$ cat src/sadrrip_pkg.sv
// Shared constants and types of the streaming-aware DRRIP replacement block.
package sadrrip_pkg;

    localparam int NUM_SETS_DEF       = 2048;
    localparam int NUM_WAYS_DEF       = 16;
    localparam int DELTA_HISTORY_DEF  = 4;
    localparam int LEADER_COUNT_DEF   = 32;
    localparam int DECAY_PERIOD_DEF   = 4096;
    localparam int SELECTOR_BITS_DEF  = 10;

    localparam int DEAD_CTR_W     = 2;
    localparam int RRPV_TOP       = 3;
    localparam int DEAD_TOP       = (DEAD_CTR_W == 2 ? 3 : 1);
    localparam int STREAM_MATCHES = 3;
    localparam int ADDR_W         = 64;
    localparam int IN_DATA_W      = 88;
    localparam int OUT_DATA_W     = 8;

    localparam logic CMD_QUERY  = 1'b0;
    localparam logic CMD_UPDATE = 1'b1;

    typedef struct packed {
        logic is_query;
        logic hit;
        logic had_victim;
        logic streaming;
        logic srrip;
        logic chance_zero;
    } way_ctrl_t;

endpackage

$ cat src/sadrrip_way_unit.sv
// Per-set way logic: victim search with ageing, hit promotion and fill insertion.
module sadrrip_way_unit #(
    parameter int NUM_WAYS = sadrrip_pkg::NUM_WAYS_DEF
) (
    input  sadrrip_pkg::way_ctrl_t            ctrl,
    input  logic [$clog2(NUM_WAYS)-1:0]       way,
    input  logic [NUM_WAYS-1:0][1:0]          rrpv_in,
    input  logic [NUM_WAYS-1:0][1:0]          dead_in,
    output logic [NUM_WAYS-1:0][1:0]          rrpv_out,
    output logic [NUM_WAYS-1:0][1:0]          dead_out,
    output logic [$clog2(NUM_WAYS)-1:0]       victim
);

    localparam int WAY_W = $clog2(NUM_WAYS);

    logic                     found_dead;
    logic                     found_top;
    logic [1:0]               top;
    logic [1:0]               lift;
    logic [1:0]               ins;
    logic [NUM_WAYS-1:0][1:0] aged;

    always_comb
    begin
        rrpv_out   = rrpv_in;
        dead_out   = dead_in;
        victim     = '0;
        found_dead = 1'b0;
        found_top  = 1'b0;
        top        = 2'd0;
        for (int w = 0; w < NUM_WAYS; w++)
        begin
            if (!found_dead && rrpv_in[w] == 2'(sadrrip_pkg::RRPV_TOP)
                && dead_in[w] == 2'(sadrrip_pkg::DEAD_TOP))
            begin
                found_dead = 1'b1;
                victim     = WAY_W'(w);
            end
            if (rrpv_in[w] > top)
            begin
                top = rrpv_in[w];
            end
        end
        lift = 2'(sadrrip_pkg::RRPV_TOP) - top;
        for (int w = 0; w < NUM_WAYS; w++)
        begin
            aged[w] = rrpv_in[w] + lift;
        end
        // A dead or streaming line goes in at the far position; otherwise the policy decides.
        if (ctrl.streaming || dead_in[way] == 2'(sadrrip_pkg::DEAD_TOP))
        begin
            ins = 2'(sadrrip_pkg::RRPV_TOP);
        end
        else if (ctrl.srrip || ctrl.chance_zero)
        begin
            ins = 2'(sadrrip_pkg::RRPV_TOP - 1);
        end
        else
        begin
            ins = 2'(sadrrip_pkg::RRPV_TOP);
        end

        if (ctrl.is_query)
        begin
            if (!found_dead)
            begin
                rrpv_out = aged;
                for (int w = 0; w < NUM_WAYS; w++)
                begin
                    if (!found_top && aged[w] == 2'(sadrrip_pkg::RRPV_TOP))
                    begin
                        found_top = 1'b1;
                        victim    = WAY_W'(w);
                    end
                end
            end
        end
        else if (ctrl.hit)
        begin
            rrpv_out[way] = 2'd0;
            dead_out[way] = 2'd0;
        end
        else
        begin
            rrpv_out[way] = ins;
            dead_out[way] = (ctrl.had_victim && ins == 2'(sadrrip_pkg::RRPV_TOP)) ? 2'd1 : 2'd0;
        end
    end

endmodule

$ cat config.mk
export PLATFORM = sky130hd
export DESIGN_NAME = sadrrip_way_unit
export DESIGN_NICKNAME = d
export VERILOG_FILES = /design/src/sadrrip_pkg.sv /design/src/sadrrip_way_unit.sv
export SDC_FILE = /design/constraint.sdc
export NUM_CORES = 1
export LEC_CHECK = 0
export ABC_AREA = 1
export BUFFER_PORTS_ARGS = -buffer_cell sky130_fd_sc_hd__buf_2
export CORE_UTILIZATION = 50
export DETAILED_ROUTE_END_ITERATION = 10
export PLACE_DENSITY = 0.82
export SLEW_MARGIN = 20
export SYNTH_ARGS = -nofsm -noshare
export SYNTH_HDL_FRONTEND = slang
export SYNTH_SLANG_ARGS = --single-unit
$ cat constraint.sdc
create_clock -name vclk -period 12.3
set_input_delay 0 -clock vclk [all_inputs]
set_output_delay 0 -clock vclk [all_outputs]
set_load 0.05 [all_outputs]
==> out/qor_table.md <==
| Quantity | Value |
|:---|:---|
| Layout cell share with drive strength beyond 1 | 38.4% |
| Final slew viol count | 0 |
| Critical Path RT | 12.30 ns |
| Maximum clock rate | 80.2 MHz |
| Seq cells | 0 |
| Crit-path most repeated cell | inv_2 |
| Vias per cell | 6.02 |
| Cell area reported after detailed placement | 5850 µm² |
| Clock buffer instance count of the final layout | 0 |
| Site Rows | 34 |
| Worst max-slew margin expressed relative to the limit | 25.1% |
| Top cell type's share of synthesized area | 15.1% |
| Aggregate routed wire length | 20.0 mm |
| Post-layout utilization of the core | 77.9% |
| Top cells by area, synth | nand2_1 (15%), inv_1 (13%), ha_1 (13%), o21ai_0 (12%), nor2_1 (5.9%) |
| Worst hold slack | 0.383 ns |
| Total GRT Usage | 35.8% |
| Setup repair after global routing missed its margin | yes |
| Min-delay worst type | input port to output pin |
| Post-CTS Hold Fix Bufs | 0 |
| Failing checks | setup timing |
| Count of yosys warnings during synthesis | 0 |
| Maximum ir drop on the vdd rail | 0.0617 mV |
| Area enclosed by the die boundary | 9290 µm² |
| Global-route wire length before repair | 26.4 mm |
| Count of endpoints failing hold in the final timing report | 0 |
| Multi-input logic area | 4400 µm² |
| Pin count of the biggest net entering global routing | 60 |
| Power per standard cell area | 110 nW/µm² |
| Peak per-stage delay on the critical path | 0.30 ns |
| Remaining Overflow, GRT | 0 |
| Routability congestion estimate | 0.954 |
| Synth cell count leaders | nand2_1 (179), inv_1 (158), o21ai_0 (105) |
| Half-perimeter wire length after detailed placement | 12.9 mm |
| Final Net Count | 1,178 |
| Post-synthesis sequential area ratio | 0% |
| Slew of the pin with the lowest slew margin | 1.12 ns |
| IO Port Bufs | 142 |
| Sort of element at the start of the critical path | input port |
| Critical Path Slowest Stage Cell | ha_2 |
| Leakage | 0.00359 µW |
| Vias after detailed routing | 7,006 |
| Run status | complete, but fails checks |
| Top delay family on crit path | simple AND/OR/NAND/NOR gates |
| Number of antenna diodes | 0 |
| Detailed-route DRC error count | 0 |
| Count of buffering cells on the critical path with inverters included | 29 |
| Area of the core region | 8680 µm² |
| Net Count, Synth | 954 |
| Kind of capture point of the worst setup path | output pin |
| Arrival time at the worst endpoint | 12.47 ns |
| Final setup violation count | 4 |
| Final Critical Period | 12.47 ns |
| Gate count after technology mapping | 834 |
| Cell taking the most area after synthesis | nand2_1 |
| Drt pass-1 iters | 6 |
| Effective utilization at floorplan | 51.3% |
| FF+latch area | 0 µm² |
| Fin worst setup slack | -0.168 ns |
| Period utilization | 101% |
| Worst setup path class | input port to output pin |
| Chip Width | 96.4 µm |
| First DRT Iteration DRCs | 778 |
| Vias in the first global route | 5,800 |
| Die boundary height | 96.4 µm |
| MaxCap Viol Count | 0 |
| Total of fill cells in the finished design | 590 |
| Unique cell type count in the Yosys netlist | 43 |
| Final antenna-violating net count | 0 |
| Post-Synthesis Cell Area | 4450 µm² |
| Leading cell type by number of instances after synthesis | nand2_1 |
| Post-synthesis average cell area | 5.34 µm² |
| Ports placed on the boundary | 142 |
| Number of antenna violations at the first check in global routing | 0 |
| Post-route cell area | 6760 µm² |
| Worst-case setup slack after placement | -0.839 ns |
| Area growth from synthesis to layout | 51.8% |
| Final routed wire length divided by cell count | 17.1 µm |
| Crit Path Max Fanout | 8 |
-- layout make-up --
class | instances | share of cell area [%]
multi-input combinational | 640 | 65.1
timing repair buffer | 248 | 23.4
inverter | 168 | 9.55
tap | 108 | 2.00
-- timing repair --
item                                    in CTS  in global routing
setup buffers                                6                 22
endpoints found under the setup margin      17                 36
resized for setup                           24                149
cloned                                       0                  0
pin swaps                                   15                 77
-- metal layers --
metal | global-route usage, % | vias to the layer above | share of wire (%)
li1 | - | 3218 | -
met1 | 45.2 | 3027 | 37
met2 | 61.8 | 607 | 45
met3 | 4.58 | 154 | 11
met4 | 13.1 | 0 | 6.1
met5 | 0 | - | 0
-- cell families (layout without fill, tap and decap cells) --
group	after synthesis	count (layout)	share of synthesized area [%]
AO/OA/AOI/OAI	222	222	29.1
XOR/XNOR	24	24	4.72
adder cells (fa/ha/maj)	46	46	12.9
buffers and inverters	194	416	16.4
AND/OR/NAND/NOR	348	348	36.8
-- stage by stage --
stage | total power (µW) | std cells | TNS [ns]
after floorplan | 365 | 834 | 0
after global placement | 547 | 1136 | -0.701
after detailed placement | 557 | 1136 | -4.54
after CTS | 578 | 1142 | 0
after global routing | 787 | 1164 | -3.63
final | 741 | 1164 | -0.513
-- final timing paths --
kind               startpoint           end  slack, ns  cells after the start
setup / recovery   rrpv_in[2]     victim[2]      -0.17                    104
hold / removal    dead_in[25]  dead_out[25]       0.38                      4
-- tightest hold or removal path: cells and delay by family --
family	cells	cell delay (ns)
buf+inv	3	0.33
simple gates	1	0.05
-- power by group --
| part | internal, µW | leakage [µW] | switching, µW |
|---|---|---|---|
| registers | 0 | 0 | 0 |
| logic | 277 | 0.00359 | 463 |
| clock network | 0 | 0 | 0 |
| total | 277 | 0.00359 | 463 |
-- cell usage in the layout (no fill, tap or decap), types with 18 or more instances in the layout --
cell type,count
o22ai_1,26
nor2_1,67
nand3_1,27
ha_1,32
inv_2,29
buf_4,99
nand2_2,23
inv_1,132
o21ai_0,96
nand3_2,18
a21oi_1,31
buf_2,136
nand2_1,150
No activity file was read; power rests on OpenSTA's default activity.
